**src/hdl/ecp_pkg.sv**
```systemverilog
package ecp_pkg;

   // Field widths shared by the channels and the datapath.
   localparam int COUNT_W = 16;
   localparam int TARGET_W = 16;
   localparam int GAIN_W = 16;
   localparam int DUTY_W = 16;
   localparam int SPEED_W = 17;
   localparam int CSR_IDX_W = 2;

   // Default build parameters.
   localparam int WINDOW_LEN_DEF = 8;
   localparam logic [DUTY_W-1:0] DRIVE_PERIOD_DEF = 16'd60000;

   // Gain values after reset.
   localparam logic [GAIN_W-1:0] PROP_GAIN_RST = 16'd2;
   localparam logic [GAIN_W-1:0] INTEG_GAIN_RST = 16'd0;
   localparam logic [GAIN_W-1:0] DERIV_GAIN_RST = 16'd0;

   // Reciprocal of 100 scaled by 2^32, rounded down, for the integral divide.
   localparam logic [25:0] DIV100_RECIP = 26'd42949672;
   localparam logic [33:0] HUNDRED = 34'd100;

   // Configuration register indexes.
   typedef enum logic [CSR_IDX_W-1:0] {
      REG_PROP_GAIN  = 2'd0,
      REG_INTEG_GAIN = 2'd1,
      REG_DERIV_GAIN = 2'd2
   } reg_index_type;

endpackage

```
**src/hdl/ecp_if.sv**
```systemverilog
// Input channel: one control tick per item.
interface ecp_req_if import ecp_pkg::*; ();
   logic                valid;
   logic                ready;
   logic [COUNT_W-1:0]  encoder_count;
   logic [TARGET_W-1:0] target_speed;

   modport source (output valid, output encoder_count, output target_speed, input ready);
   modport sink (input valid, input encoder_count, input target_speed, output ready);
endinterface

// Result channel: one drive result per tick.
interface ecp_rsp_if import ecp_pkg::*; ();
   logic               valid;
   logic               ready;
   logic [DUTY_W-1:0]  duty_level;
   logic               drive_enable;
   logic [SPEED_W-1:0] measured_speed;

   modport source (output valid, output duty_level, output drive_enable,
                   output measured_speed, input ready);
   modport sink (input valid, input duty_level, input drive_enable,
                 input measured_speed, output ready);
endinterface

```
**src/hdl/encoder_pid_speed_controller_top.sv**
```systemverilog
// Channel    | Direction | Payload                                      | Handshake
// -----------+-----------+----------------------------------------------+------------
// req_chan   | in        | encoder_count[15:0], target_speed[15:0]      | valid/ready
// rsp_chan   | out       | duty_level[15:0], drive_enable, speed[16:0]  | valid/ready
// csr_*      | in        | csr_index[1:0], csr_wdata[15:0]              | csr_we
//
// A nine-stage pipeline takes one item per cycle while the output is not blocked;
// each item passes through stages 0 to 8 in order and is offered from stage 8.
// The stage count is set by the integral divide by 100 and the window mean divide,
// each a reciprocal multiply plus correction.
// Reset clears the gains to their defaults, the controller state and the window.
// Each stage holds only while the one after it is full and blocked, so bubbles
// close up and input is taken while a result waits at the output.
module encoder_pid_speed_controller_top import ecp_pkg::*; #(
   parameter int WINDOW_LEN = WINDOW_LEN_DEF,
   parameter logic [DUTY_W-1:0] DRIVE_PERIOD = DRIVE_PERIOD_DEF
) (
   input logic                 clock,
   input logic                 reset,
   input logic                 csr_we,
   input logic [CSR_IDX_W-1:0] csr_index,
   input logic [GAIN_W-1:0]    csr_wdata,
   ecp_req_if.sink             req_chan,
   ecp_rsp_if.source           rsp_chan
);

   localparam int NSTG = 9;
   localparam int SUM_W = 16 + $clog2(WINDOW_LEN);
   localparam longint unsigned RECIP_FULL = (64'd1 << SUM_W) / WINDOW_LEN;
   localparam logic [SUM_W:0] RECIP_W = RECIP_FULL[SUM_W:0];
   localparam int REM_W = $clog2(WINDOW_LEN) + 2;
   localparam logic [REM_W-1:0] WL_C = REM_W'(WINDOW_LEN);
   localparam int PROD_W = 2 * SUM_W + 1;

   // Gain registers.
   logic [GAIN_W-1:0] prop_gain_ff, integ_gain_ff, deriv_gain_ff;

   always_ff @(posedge clock) begin
      if (reset) begin
         prop_gain_ff <= PROP_GAIN_RST;
         integ_gain_ff <= INTEG_GAIN_RST;
         deriv_gain_ff <= DERIV_GAIN_RST;
      end else if (csr_we) begin
         case (reg_index_type'(csr_index))
            REG_PROP_GAIN: prop_gain_ff <= csr_wdata;
            REG_INTEG_GAIN: integ_gain_ff <= csr_wdata;
            REG_DERIV_GAIN: deriv_gain_ff <= csr_wdata;
            default: ;
         endcase
      end
   end

   // Stage occupancy and flow control. A stage is free when empty or when
   // the stage after it is free.
   logic [NSTG-1:0] v_ff, v_in, move;
   logic [NSTG:0]   free;
   logic            req_acc;

   always_comb begin
      free[NSTG] = rsp_chan.ready;
      for (int k = NSTG - 1; k >= 0; k--) begin
         free[k] = !v_ff[k] || free[k+1];
      end
      for (int k = 0; k < NSTG; k++) begin
         move[k] = v_ff[k] && free[k+1];
      end
      req_acc = req_chan.valid && free[0];
      v_in[0] = req_acc || (v_ff[0] && !move[0]);
      for (int k = 1; k < NSTG; k++) begin
         v_in[k] = move[k-1] || (v_ff[k] && !move[k]);
      end
   end

   always_ff @(posedge clock) begin
      if (reset) begin
         v_ff <= '0;
      end else begin
         v_ff <= v_in;
      end
   end

   assign req_chan.ready = free[0];

   // Measured speed carried along with each item.
   logic [SPEED_W-1:0] spd_ff [1:NSTG-2];

   // Stage 0: input register.
   logic [COUNT_W-1:0]  s0_count_ff;
   logic [TARGET_W-1:0] s0_target_ff;

   always_ff @(posedge clock) begin
      if (req_acc) begin
         s0_count_ff <= req_chan.encoder_count;
         s0_target_ff <= req_chan.target_speed;
      end
   end

   // Stage 1: count difference, speed, error and error change.
   logic [COUNT_W-1:0]  prev_count_ff;
   logic signed [17:0]  prev_err_ff;
   logic [COUNT_W-1:0]  diff, mag;
   logic [SPEED_W-1:0]  speed_in;
   logic signed [17:0]  err_in, err_neg;
   logic signed [18:0]  delta_in;
   logic [16:0]         abs_in;
   logic signed [17:0]  s1_err_ff;
   logic signed [18:0]  s1_delta_ff;
   logic [16:0]         s1_abs_ff;
   logic                s1_neg_ff;

   always_comb begin
      diff = s0_count_ff - prev_count_ff;
      // The half-range jump negates to itself, giving a magnitude of 32768.
      mag = diff[15] ? (~diff + 16'd1) : diff;
      speed_in = {mag, 1'b0} + {1'b0, mag};
      err_in = $signed({2'b00, s0_target_ff}) - $signed({1'b0, speed_in});
      delta_in = {err_in[17], err_in} - {prev_err_ff[17], prev_err_ff};
      err_neg = -err_in;
      abs_in = err_in[17] ? err_neg[16:0] : err_in[16:0];
   end

   always_ff @(posedge clock) begin
      if (reset) begin
         prev_count_ff <= '0;
         prev_err_ff <= '0;
      end else if (move[0]) begin
         prev_count_ff <= s0_count_ff;
         prev_err_ff <= err_in;
      end
   end

   always_ff @(posedge clock) begin
      if (move[0]) begin
         s1_err_ff <= err_in;
         s1_delta_ff <= delta_in;
         s1_abs_ff <= abs_in;
         s1_neg_ff <= err_in[17];
         spd_ff[1] <= speed_in;
      end
   end

   // Stage 2: gain products.
   logic signed [34:0] p_full;
   logic signed [35:0] dp_full;
   logic [32:0]        im_in;
   logic [31:0]        s2_p_ff, s2_dp_ff;
   logic [32:0]        s2_im_ff;
   logic               s2_neg_ff;

   always_comb begin
      p_full = $signed({1'b0, prop_gain_ff}) * s1_err_ff;
      dp_full = $signed({1'b0, deriv_gain_ff}) * s1_delta_ff;
      im_in = 33'(integ_gain_ff) * 33'(s1_abs_ff);
   end

   always_ff @(posedge clock) begin
      if (move[1]) begin
         s2_p_ff <= p_full[31:0];
         s2_dp_ff <= dp_full[31:0];
         s2_im_ff <= im_in;
         s2_neg_ff <= s1_neg_ff;
         spd_ff[2] <= spd_ff[1];
      end
   end

   // Stage 3: D term times 100, P plus D, and the quotient estimate.
   logic [31:0] d100, pd_in;
   logic [58:0] qprod;
   logic [31:0] s3_pd_ff;
   logic [26:0] s3_qest_ff;
   logic [32:0] s3_im_ff;
   logic        s3_neg_ff;

   always_comb begin
      d100 = (s2_dp_ff << 6) + (s2_dp_ff << 5) + (s2_dp_ff << 2);
      pd_in = s2_p_ff + d100;
      qprod = 59'(s2_im_ff) * 59'(DIV100_RECIP);
   end

   always_ff @(posedge clock) begin
      if (move[2]) begin
         s3_pd_ff <= pd_in;
         s3_qest_ff <= qprod[58:32];
         s3_im_ff <= s2_im_ff;
         s3_neg_ff <= s2_neg_ff;
         spd_ff[3] <= spd_ff[2];
      end
   end

   // Stage 4: correct the quotient and apply the sign (truncation toward zero).
   // The estimate is at most three low, so the remainder fits in nine bits.
   logic [33:0] qx100;
   logic [8:0]  rem9;
   logic [26:0] quot;
   logic [31:0] quot_ext, inc_in;
   logic [31:0] s4_inc_ff, s4_pd_ff;

   always_comb begin
      qx100 = 34'(s3_qest_ff) * HUNDRED;
      rem9 = s3_im_ff[8:0] - qx100[8:0];
      quot = s3_qest_ff + 27'(rem9 >= 9'd100) + 27'(rem9 >= 9'd200)
             + 27'(rem9 >= 9'd300);
      quot_ext = 32'(quot);
      inc_in = s3_neg_ff ? (~quot_ext + 32'd1) : quot_ext;
   end

   always_ff @(posedge clock) begin
      if (move[3]) begin
         s4_inc_ff <= inc_in;
         s4_pd_ff <= s3_pd_ff;
         spd_ff[4] <= spd_ff[3];
      end
   end

   // Stage 5: integral and control accumulator updates.
   logic [31:0] isum_ff, isum_in, acc_ff, acc_in;
   logic [15:0] s5_sample_ff;

   always_comb begin
      isum_in = isum_ff + s4_inc_ff;
      acc_in = acc_ff + s4_pd_ff + isum_in;
   end

   always_ff @(posedge clock) begin
      if (reset) begin
         isum_ff <= '0;
         acc_ff <= '0;
      end else if (move[4]) begin
         isum_ff <= isum_in;
         acc_ff <= acc_in;
      end
   end

   always_ff @(posedge clock) begin
      if (move[4]) begin
         s5_sample_ff <= acc_in[15:0];
         spd_ff[5] <= spd_ff[4];
      end
   end

   // Stage 6: averaging window as a shift line with a running sum.
   logic [15:0]      taps_ff [WINDOW_LEN];
   logic [SUM_W-1:0] wsum_ff, wsum_in;
   logic [SUM_W-1:0] s6_sum_ff;

   assign wsum_in = wsum_ff + SUM_W'(s5_sample_ff) - SUM_W'(taps_ff[WINDOW_LEN-1]);

   always_ff @(posedge clock) begin
      if (reset) begin
         wsum_ff <= '0;
         for (int k = 0; k < WINDOW_LEN; k++) begin
            taps_ff[k] <= '0;
         end
      end else if (move[5]) begin
         wsum_ff <= wsum_in;
         taps_ff[0] <= s5_sample_ff;
         for (int k = 1; k < WINDOW_LEN; k++) begin
            taps_ff[k] <= taps_ff[k-1];
         end
      end
   end

   always_ff @(posedge clock) begin
      if (move[5]) begin
         s6_sum_ff <= wsum_in;
         spd_ff[6] <= spd_ff[5];
      end
   end

   // Stage 7: mean estimate by reciprocal; it is exact or one low.
   logic [PROD_W-1:0] wprod;
   logic [15:0]       s7_qest_ff;
   logic [SUM_W-1:0]  s7_sum_ff;

   assign wprod = PROD_W'(s6_sum_ff) * PROD_W'(RECIP_W);

   always_ff @(posedge clock) begin
      if (move[6]) begin
         s7_qest_ff <= wprod[SUM_W+15:SUM_W];
         s7_sum_ff <= s6_sum_ff;
         spd_ff[7] <= spd_ff[6];
      end
   end

   // Stage 8: mean correction, clamp and enable into the result register.
   logic [REM_W-1:0]  wq_lo, wrem;
   logic [DUTY_W-1:0] mean, duty_in;
   logic              en_in;
   logic [DUTY_W-1:0] duty_ff;
   logic              en_ff;
   logic [SPEED_W-1:0] speed_out_ff;

   always_comb begin
      wq_lo = REM_W'(s7_qest_ff) * WL_C;
      wrem = s7_sum_ff[REM_W-1:0] - wq_lo;
      mean = s7_qest_ff + DUTY_W'(wrem >= WL_C);
      en_in = (mean != '0) && (mean < DRIVE_PERIOD);
      duty_in = (mean >= DRIVE_PERIOD) ? (DRIVE_PERIOD - 16'd1) : mean;
   end

   always_ff @(posedge clock) begin
      if (move[7]) begin
         duty_ff <= duty_in;
         en_ff <= en_in;
         speed_out_ff <= spd_ff[7];
      end
   end

   assign rsp_chan.valid = v_ff[NSTG-1];
   assign rsp_chan.duty_level = duty_ff;
   assign rsp_chan.drive_enable = en_ff;
   assign rsp_chan.measured_speed = speed_out_ff;

endmodule

```
**src/flat_wrapper.sv**
```systemverilog
// flat-port wrapper written by rule: the top's interface ports become plain ports
module encoder_pid_speed_controller_top_flat import ecp_pkg::*;
#(
   parameter int WINDOW_LEN = WINDOW_LEN_DEF,
   parameter logic [DUTY_W-1:0] DRIVE_PERIOD = DRIVE_PERIOD_DEF
)
  (clock, reset, csr_we, csr_index, csr_wdata, req_chan_valid, req_chan_encoder_count, req_chan_target_speed, req_chan_ready, rsp_chan_valid, rsp_chan_duty_level, rsp_chan_drive_enable, rsp_chan_measured_speed, rsp_chan_ready);
  ecp_req_if req_chan_i ();
  ecp_rsp_if rsp_chan_i ();
  input logic clock;
  input logic reset;
  input logic csr_we;
  input logic [CSR_IDX_W-1:0] csr_index;
  input logic [GAIN_W-1:0] csr_wdata;
  input wire logic [$bits(req_chan_i.valid)-1:0] req_chan_valid;
  input wire logic [$bits(req_chan_i.encoder_count)-1:0] req_chan_encoder_count;
  input wire logic [$bits(req_chan_i.target_speed)-1:0] req_chan_target_speed;
  output wire logic [$bits(req_chan_i.ready)-1:0] req_chan_ready;
  output wire logic [$bits(rsp_chan_i.valid)-1:0] rsp_chan_valid;
  output wire logic [$bits(rsp_chan_i.duty_level)-1:0] rsp_chan_duty_level;
  output wire logic [$bits(rsp_chan_i.drive_enable)-1:0] rsp_chan_drive_enable;
  output wire logic [$bits(rsp_chan_i.measured_speed)-1:0] rsp_chan_measured_speed;
  input wire logic [$bits(rsp_chan_i.ready)-1:0] rsp_chan_ready;
  assign req_chan_i.valid = req_chan_valid;
  assign req_chan_i.encoder_count = req_chan_encoder_count;
  assign req_chan_i.target_speed = req_chan_target_speed;
  assign req_chan_ready = req_chan_i.ready;
  assign rsp_chan_valid = rsp_chan_i.valid;
  assign rsp_chan_duty_level = rsp_chan_i.duty_level;
  assign rsp_chan_drive_enable = rsp_chan_i.drive_enable;
  assign rsp_chan_measured_speed = rsp_chan_i.measured_speed;
  assign rsp_chan_i.ready = rsp_chan_ready;
  encoder_pid_speed_controller_top #(.WINDOW_LEN(WINDOW_LEN), .DRIVE_PERIOD(DRIVE_PERIOD)) u_core (.clock(clock), .reset(reset), .csr_we(csr_we), .csr_index(csr_index), .csr_wdata(csr_wdata), .req_chan(req_chan_i), .rsp_chan(rsp_chan_i));
endmodule
```
**config.mk**
```make
export PLATFORM = sky130hd
export DESIGN_NAME = encoder_pid_speed_controller_top_flat
export DESIGN_NICKNAME = d
export VERILOG_FILES = /design/src/hdl/ecp_pkg.sv /design/src/hdl/ecp_if.sv /design/src/hdl/encoder_pid_speed_controller_top.sv /design/src/flat_wrapper.sv
export SDC_FILE = /design/constraint.sdc
export NUM_CORES = 2
export LEC_CHECK = 0
export BUFFER_PORTS_ARGS = -buffer_cell sky130_fd_sc_hd__buf_2
export CORE_MARGIN = 10
export CORE_UTILIZATION = 45
export CTS_CLUSTER_DIAMETER = 60
export DETAILED_ROUTE_END_ITERATION = 10
export HOLD_SLACK_MARGIN = 0.1
export PLACE_DENSITY = 0.59
export SYNTH_ARGS = -nofsm -noshare
export SYNTH_HDL_FRONTEND = slang
export SYNTH_SLANG_ARGS = --single-unit
```
**constraint.sdc**
```tcl
create_clock -name clock -period 8.1 [get_ports clock]
set_clock_uncertainty 0.15 [all_clocks]
set_input_delay 0.405 -clock clock [delete_from_list [all_inputs] [get_ports clock]]
set_output_delay 0.405 -clock clock [all_outputs]
set_load 0.01 [all_outputs]
```
# Yosys cells after proc, flatten, opt, wreduce, memory -nomap -nowiden

Memories as Yosys holds them, arrays and structs flattened. A register that Yosys moved wholly into a read port is not among the register bits.
Index checks and enable logic that the tools add are counted.

Memories: 2
Bits in writable memories: 247
Flip-flop bits (word level): 563
Output and inout port bits: 36
Word-level logic and storage cells: 168

Memory list:

| name           | depth | bits a word | rd ports | clocked after Yosys merged registers in | wr ports | RTL line                                | RTL |
|---|---|---|---|---|---|---|---|
| u_core.taps_ff | 8     | 16          | 8        | 0                                       | 8        | encoder_pid_speed_controller_top.sv:242 | `logic [15:0] taps_ff [WINDOW_LEN];` |
| u_core.spd_ff  | 7     | 17          | 7        | 1                                       | 7        | encoder_pid_speed_controller_top.sv:85  | `logic [SPEED_W-1:0] spd_ff [1:NSTG-2];` |

Muxes and demuxes: 29
Bitwise logic cells: 10
Equal/unequal tests: 2
Multipliers: 5
Reduce and logical (&&, ||, !) cells: 61
Order comparisons: 6
Add/sub/neg operators: 21

Operators with widths:

| kind                     | number |
|---|---|
| $add A32 B32 Y32         | 6 |
| $mux W16                 | 9 |
| $add A27 B1 Y27          | 3 |
| $mul A33 B23 Y56 const B | 1 |
| $mul A16 B17 Y33         | 1 |
| $add A32 B1 Y32 const B  | 1 |
| $mul A17 B18 Y32         | 1 |
| $not A27 Y32             | 1 |
| $mul A17 B19 Y30         | 1 |
| $mul A27 B5 Y7 const B   | 1 |
| $mux W27                 | 1 |
| $logic_and A1 B1 Y1      | 20 |
| $add A19 B16 Y19         | 1 |
| $sub A18 B18 Y19         | 1 |
| $sub A19 B16 Y19         | 1 |
| $logic_not A1 Y1         | 18 |
| $logic_or A1 B1 Y1       | 18 |
| $mux W1                  | 18 |
| $sub A16 B17 Y18         | 1 |
| $add A17 B16 Y17         | 1 |
| $mux W17                 | 1 |
| $neg A17 Y17             | 1 |
| $add A16 B1 Y16          | 1 |
| $add A16 B1 Y16 const B  | 1 |
| 16 further kinds         | 25 |

# Depth between registers and ports, before layout

Depth in word-level cells: 13
Mapped depth: 39
Gate-level depth less buffers: 35

# Worst setup path before layout

OpenSTA, ideal clock, no wires.

Kind: flip-flop to flip-flop
From: register u_core.s0_count_ff[3]
To: register u_core.s1_abs_ff[9] (data pin)
Period minus slack after synthesis: 7.099 ns
Data required time: 7.675 ns
Stages on the path, launching flop included: 38
Buffers on the path: 4
Data arrival time: 6.674 ns
Slack: 1.001 ns
Cells stage by stage: edfxtp_1 > ha_1 > clkbuf_1 > o21ai_0 > a21oi_1 > a211oi_1 > or4_1 > nand3_1 > clkbuf_1 > nand2_1 > o21a_1 > ha_1 > inv_1 > fa_1 > inv_1 > a21oi_1 > o21bai_1 > a21o_1 > [2 not listed] > a21o_1 > a21o_1 > a21o_1 > xor2_1 > xnor2_1 > ha_1 > a31o_2 > and2_1 > o21ai_0 > mux2i_1 > o31ai_1 > a31oi_2 > a21oi_1 > or2_1 > buf_2 > buf_6 > nand2_1 > xnor2_1

RTL lines:

| element                     | RTL line                                | RTL |
|---|---|---|
| start: declaration          | encoder_pid_speed_controller_top.sv:88  | `logic [COUNT_W-1:0] s0_count_ff;` |
| start signal: assignment    | encoder_pid_speed_controller_top.sv:93  | `s0_count_ff <= req_chan.encoder_count;` |
| $sub A16 B16 Y16 (*)        | encoder_pid_speed_controller_top.sv:112 | `diff = s0_count_ff - prev_count_ff;` |
| $not A16 Y16                | encoder_pid_speed_controller_top.sv:114 | `mag = diff[15] ? (~diff + 16'd1) : diff;` |
| $add A16 B1 Y16             | encoder_pid_speed_controller_top.sv:114 |  |
| $mux W16 (*)                | encoder_pid_speed_controller_top.sv:114 |  |
| $add A17 B16 Y17 (*)        | encoder_pid_speed_controller_top.sv:115 | `speed_in = {mag, 1'b0} + {1'b0, mag};` |
| $sub A16 B17 Y18 (*)        | encoder_pid_speed_controller_top.sv:116 | `err_in = $signed({2'b00, s0_target_ff}) - $signed({1'b0, speed_in});` |
| named net u_core.err_in[17] | encoder_pid_speed_controller_top.sv:103 | `logic signed [17:0] err_in, err_neg;` |
| $mux W17 (*)                | encoder_pid_speed_controller_top.sv:119 | `abs_in = err_in[17] ? err_neg[16:0] : err_in[16:0];` |
| named net u_core.abs_in[9]  | encoder_pid_speed_controller_top.sv:105 | `logic [16:0] abs_in;` |
| end signal: assignment      | encoder_pid_speed_controller_top.sv:136 | `s1_abs_ff <= abs_in;` |
| end: declaration            | encoder_pid_speed_controller_top.sv:108 | `logic [16:0] s1_abs_ff;` |

Mark *: on every way through the listed nets, which the timed path passes. The rest lies on a longest branch.
A chain may end at the register's enable or synchronous reset.

# Worst setup path in the final report

From: register u_core.s2_im_ff[12]
To: register u_core.s3_qest_ff[15] (data pin)

Longest elaborated chain between the ends: 1

RTL lines:

| element                    | RTL line                                | RTL |
|---|---|---|
| start: declaration         | encoder_pid_speed_controller_top.sv:147 | `logic [32:0] s2_im_ff;` |
| start signal: assignment   | encoder_pid_speed_controller_top.sv:160 | `s2_im_ff <= im_in;` |
| $mul A33 B23 Y56           | encoder_pid_speed_controller_top.sv:177 | `qprod = 59'(s2_im_ff) * 59'(DIV100_RECIP);` |
| named net u_core.qprod[47] | encoder_pid_speed_controller_top.sv:168 | `logic [58:0] qprod;` |
| end signal: assignment     | encoder_pid_speed_controller_top.sv:183 | `s3_qest_ff <= qprod[58:32];` |
| end: declaration           | encoder_pid_speed_controller_top.sv:170 | `logic [26:0] s3_qest_ff;` |

The timed path passes the listed nets, and every way through them passes these cells.

==> run metrics <==
setup repair after global routing missed its margin=false; maximum net fanout on the critical path=6; r2r startpoint=u_core.s2_im_ff[12]; data arrival at the endpoint of the critical path=roughly 7900 ps; placeable core region=between 0.1 and 0.15 sq mm; transition time of the tightest slew-check pin=1230 ps; path type of the worst min-delay path=in2reg; FF-to-FF setup slack=470 ps; routed wire length=around 120000 um; number of global-route vias before repair=37200; register bit total from synthesis=680; number of buffers added by the clock tree synthesis step=80; final clock period utilization by the worst path=0.942; number of distinct standard cells referenced by the synthesized netlist=just under 80; total of warnings raised by yosys=0; termination of the worst setup path=u_core.s3_qest_ff[15]; Final GP Congestion=slightly below 0.9; Reg2Reg Depth=24; starting density of the core=0.454; Max Clock Freq=131 MHz; Clock Pin Slew Worst Setup and Hold Paths=60 ps; final routed DRC violation total=0; half-perimeter wire length of the detailed placement result=between 90000 and 100000 um; terminus of the critical flop-to-flop path=u_core.s3_qest_ff[15]; final count of pins violating max slew=0; cell type with the highest aggregate area in the netlist=sky130_fd_sc_hd__edfxtp_1; leftover overflow at the end of global routing=0; number of violations of the max-capacitance limit=0; most used flip-flop cell after synthesis=sky130_fd_sc_hd__edfxtp_1; kind of critical path=reg2reg; DIE HEIGHT=between 300 and 400 um; required time of the worst setup path=8350 ps; gr usage total=0.176; Slew Limit Headroom=0.178; routed via count=34900; # clock sinks=~700; antenna-violating nets left=0; H-tree Lvls=3; category of the worst setup path launch point=flop; synthesized netlist cell count=5185; fraction of registers with async set/reset=0; pin count of the biggest net entering global routing=85; Final Setup Violations=0; critical path capture point type=flop; most frequent cells after synthesis=963 x sky130_fd_sc_hd__inv_1, 673 x sky130_fd_sc_hd__fa_1, 626 x sky130_fd_sc_hd__nand2_1, 605 x sky130_fd_sc_hd__ha_1, 544 x sky130_fd_sc_hd__edfxtp_1; clock tree from TritonCTS=yes; Post-layout nets=approximately 6700; Max Root-Sink Buffers=3; row cnt=129; layout cell share with drive strength beyond 1=0.0628; number of synthesized flops with an enable pin=around 540; most frequent cell after synthesis=sky130_fd_sc_hd__inv_1; top-area cell type share of the netlist area=0.290; sequential-to-total area share from yosys stat=0.338; antenna violations before repair=5; width of the die=~370 um; fillcell total=11200; Crit. Startpoint=u_core.s2_im_ff[12]; DIE AREA=between 0.1 and 0.15 sq mm; first-pass GRT wire length=199000 um; detail-routed net length per standard cell=17.1 um; run status=finished clean; leading cell types by total area after synthesis=sky130_fd_sc_hd__edfxtp_1 29%, sky130_fd_sc_hd__fa_1 24%, sky130_fd_sc_hd__ha_1 13%, sky130_fd_sc_hd__inv_1 6.4%, sky130_fd_sc_hd__dfxtp_1 4.8%; total negative setup slack=0 ps; insertion delay of the later-clocked pin in the worst-skew pair=slightly below 700 ps; Top-Level Pins=just over 90; Synth-to-Final Area Change=10.4%; syn_nets=~6500; number of input and output port buffers inserted=90; Avg Vias per Cell=4.96; Clock Root Buffer=sky130_fd_sc_hd__clkbuf_16; fin crit period=approximately 7600 ps; number of iterations in the first detailed-routing pass=5; cell area after synthesis=0.0564 sq mm; average cell area after synthesis=around 11 sq um; final-report hold violation count=0; violation count after the first detailed-routing iteration=around 1700
-- worst max-delay path, cell delays in order, from the launching register on --
cell and delay (ps):
sky130_fd_sc_hd__edfxtp_1 580, sky130_fd_sc_hd__buf_4 260, sky130_fd_sc_hd__ha_1 330, sky130_fd_sc_hd__fa_1 590, sky130_fd_sc_hd__fa_1 440, sky130_fd_sc_hd__fa_1 500
sky130_fd_sc_hd__inv_1 60, sky130_fd_sc_hd__fa_1 530, sky130_fd_sc_hd__inv_1 50, sky130_fd_sc_hd__fa_1 510, sky130_fd_sc_hd__fa_1 490, sky130_fd_sc_hd__ha_1 310
sky130_fd_sc_hd__o21ai_0 80, sky130_fd_sc_hd__nand2b_1 90, sky130_fd_sc_hd__a21oi_1 200, sky130_fd_sc_hd__o21ai_0 180, sky130_fd_sc_hd__a21o_1 210, sky130_fd_sc_hd__a21oi_1 340
sky130_fd_sc_hd__o21ai_0 260, sky130_fd_sc_hd__o31ai_1 340, sky130_fd_sc_hd__o2111ai_1 230, sky130_fd_sc_hd__a21oi_1 260, sky130_fd_sc_hd__o21bai_1 120, sky130_fd_sc_hd__a21oi_1 180
sky130_fd_sc_hd__xnor2_1 80
-- what timing repair did --
action | CTS | global route
buffers inserted | 0 | 0
resized for setup | 0 | 4
endpoints found under the hold margin | 121 | 0
hold buffers | 53 | 0
setup endpoints to repair | 0 | 16
-- worst min-delay path by stage --
stage,start,end,slack (ps),cells after the start
floorplan,u_core.spd_ff[7][0],u_core.rsp_chan.measured_speed[0],250,0
global placement,u_core.spd_ff[6][4],u_core.spd_ff[7][4],250,0
detailed placement,u_core.spd_ff[7][16],u_core.rsp_chan.measured_speed[16],250,0
CTS,csr_index[1],u_core.integ_gain_ff[6],160,4
global route,csr_index[1],u_core.integ_gain_ff[12],210,4
finish,csr_index[1],u_core.integ_gain_ff[6],220,4
-- layout by cell type, fill, tap and decap left out, drive strengths merged, types with 64 or more instances in the layout --
master,n
inv,977
fa,673
nand2,627
ha,605
edfxtp,544
and2,273
a21oi,259
xnor2,237
buf,160
dfxtp,136
nor2,124
clkbuf,99
xor2,75
o21ai,70
nor2b,64
-- registers in the layout (all words and copies together) (netlist names), 17 cells and up --
register	cells
u_core.taps_ff	128
u_core.spd_ff	119
u_core.s2_im_ff	33
u_core.wsum_ff	19
u_core.rsp_chan.measured_speed	17
u_core.s1_abs_ff	17
-- metal layers --
| metal | vias to the layer above | part of all wire | global-route usage |
|---|---|---|---|
| met4 | 6 | 0.021 | 0.0381 |
| met1 | 17400 | 0.45 | 0.235 |
| met5 | - | 0.00025 | 0 |
| li1 | 16900 | - | - |
| met3 | 133 | 0.036 | 0.0269 |
| met2 | 498 | 0.49 | 0.302 |
-- kinds of logic after synthesis --
family / synth area share
XOR/XNOR: 0.0493
AND/OR/NAND/NOR: 0.106
AO/OA/AOI/OAI: 0.0569
flip-flops: 0.338
multiplexers: 0.000733
buffers and inverters: 0.0743
adder cells (fa/ha/maj): 0.374
-- stage by stage --
step | cells | utilization | hold slack [ps] | setup slack (ps) | instance area [sq um]
finish | 7037 | 0.501 | 216 | 468 | 62200
global route | 7037 | 0.501 | 208 | 27.8 | 62200
CTS | 7036 | 0.501 | 157 | 313 | 62200
detailed placement | 6834 | 0.474 | 255 | 355 | 58900
global placement | 6834 | 0.474 | 251 | 553 | 58900
floorplan | 5185 | - | 250 | 1000 | 56400
-- area by class of cell --
class | instances | area (sq um) | area share
well taps | 1637 | 2050 | 0.0329
multi-input cells | 3392 | 33200 | 0.534
inverters | 965 | 3630 | 0.0583
flip-flops and latches | 680 | 19100 | 0.306
clock inverters | 50 | 577 | 0.00927
diodes | 1 | 2.50 | 0.0000402
repair buffers | 213 | 1510 | 0.0243
clock buffers | 99 | 2190 | 0.0352
Power is not shown: default switching activity piles up to over one toggle a cycle in this logic, so the estimate is an artifact.
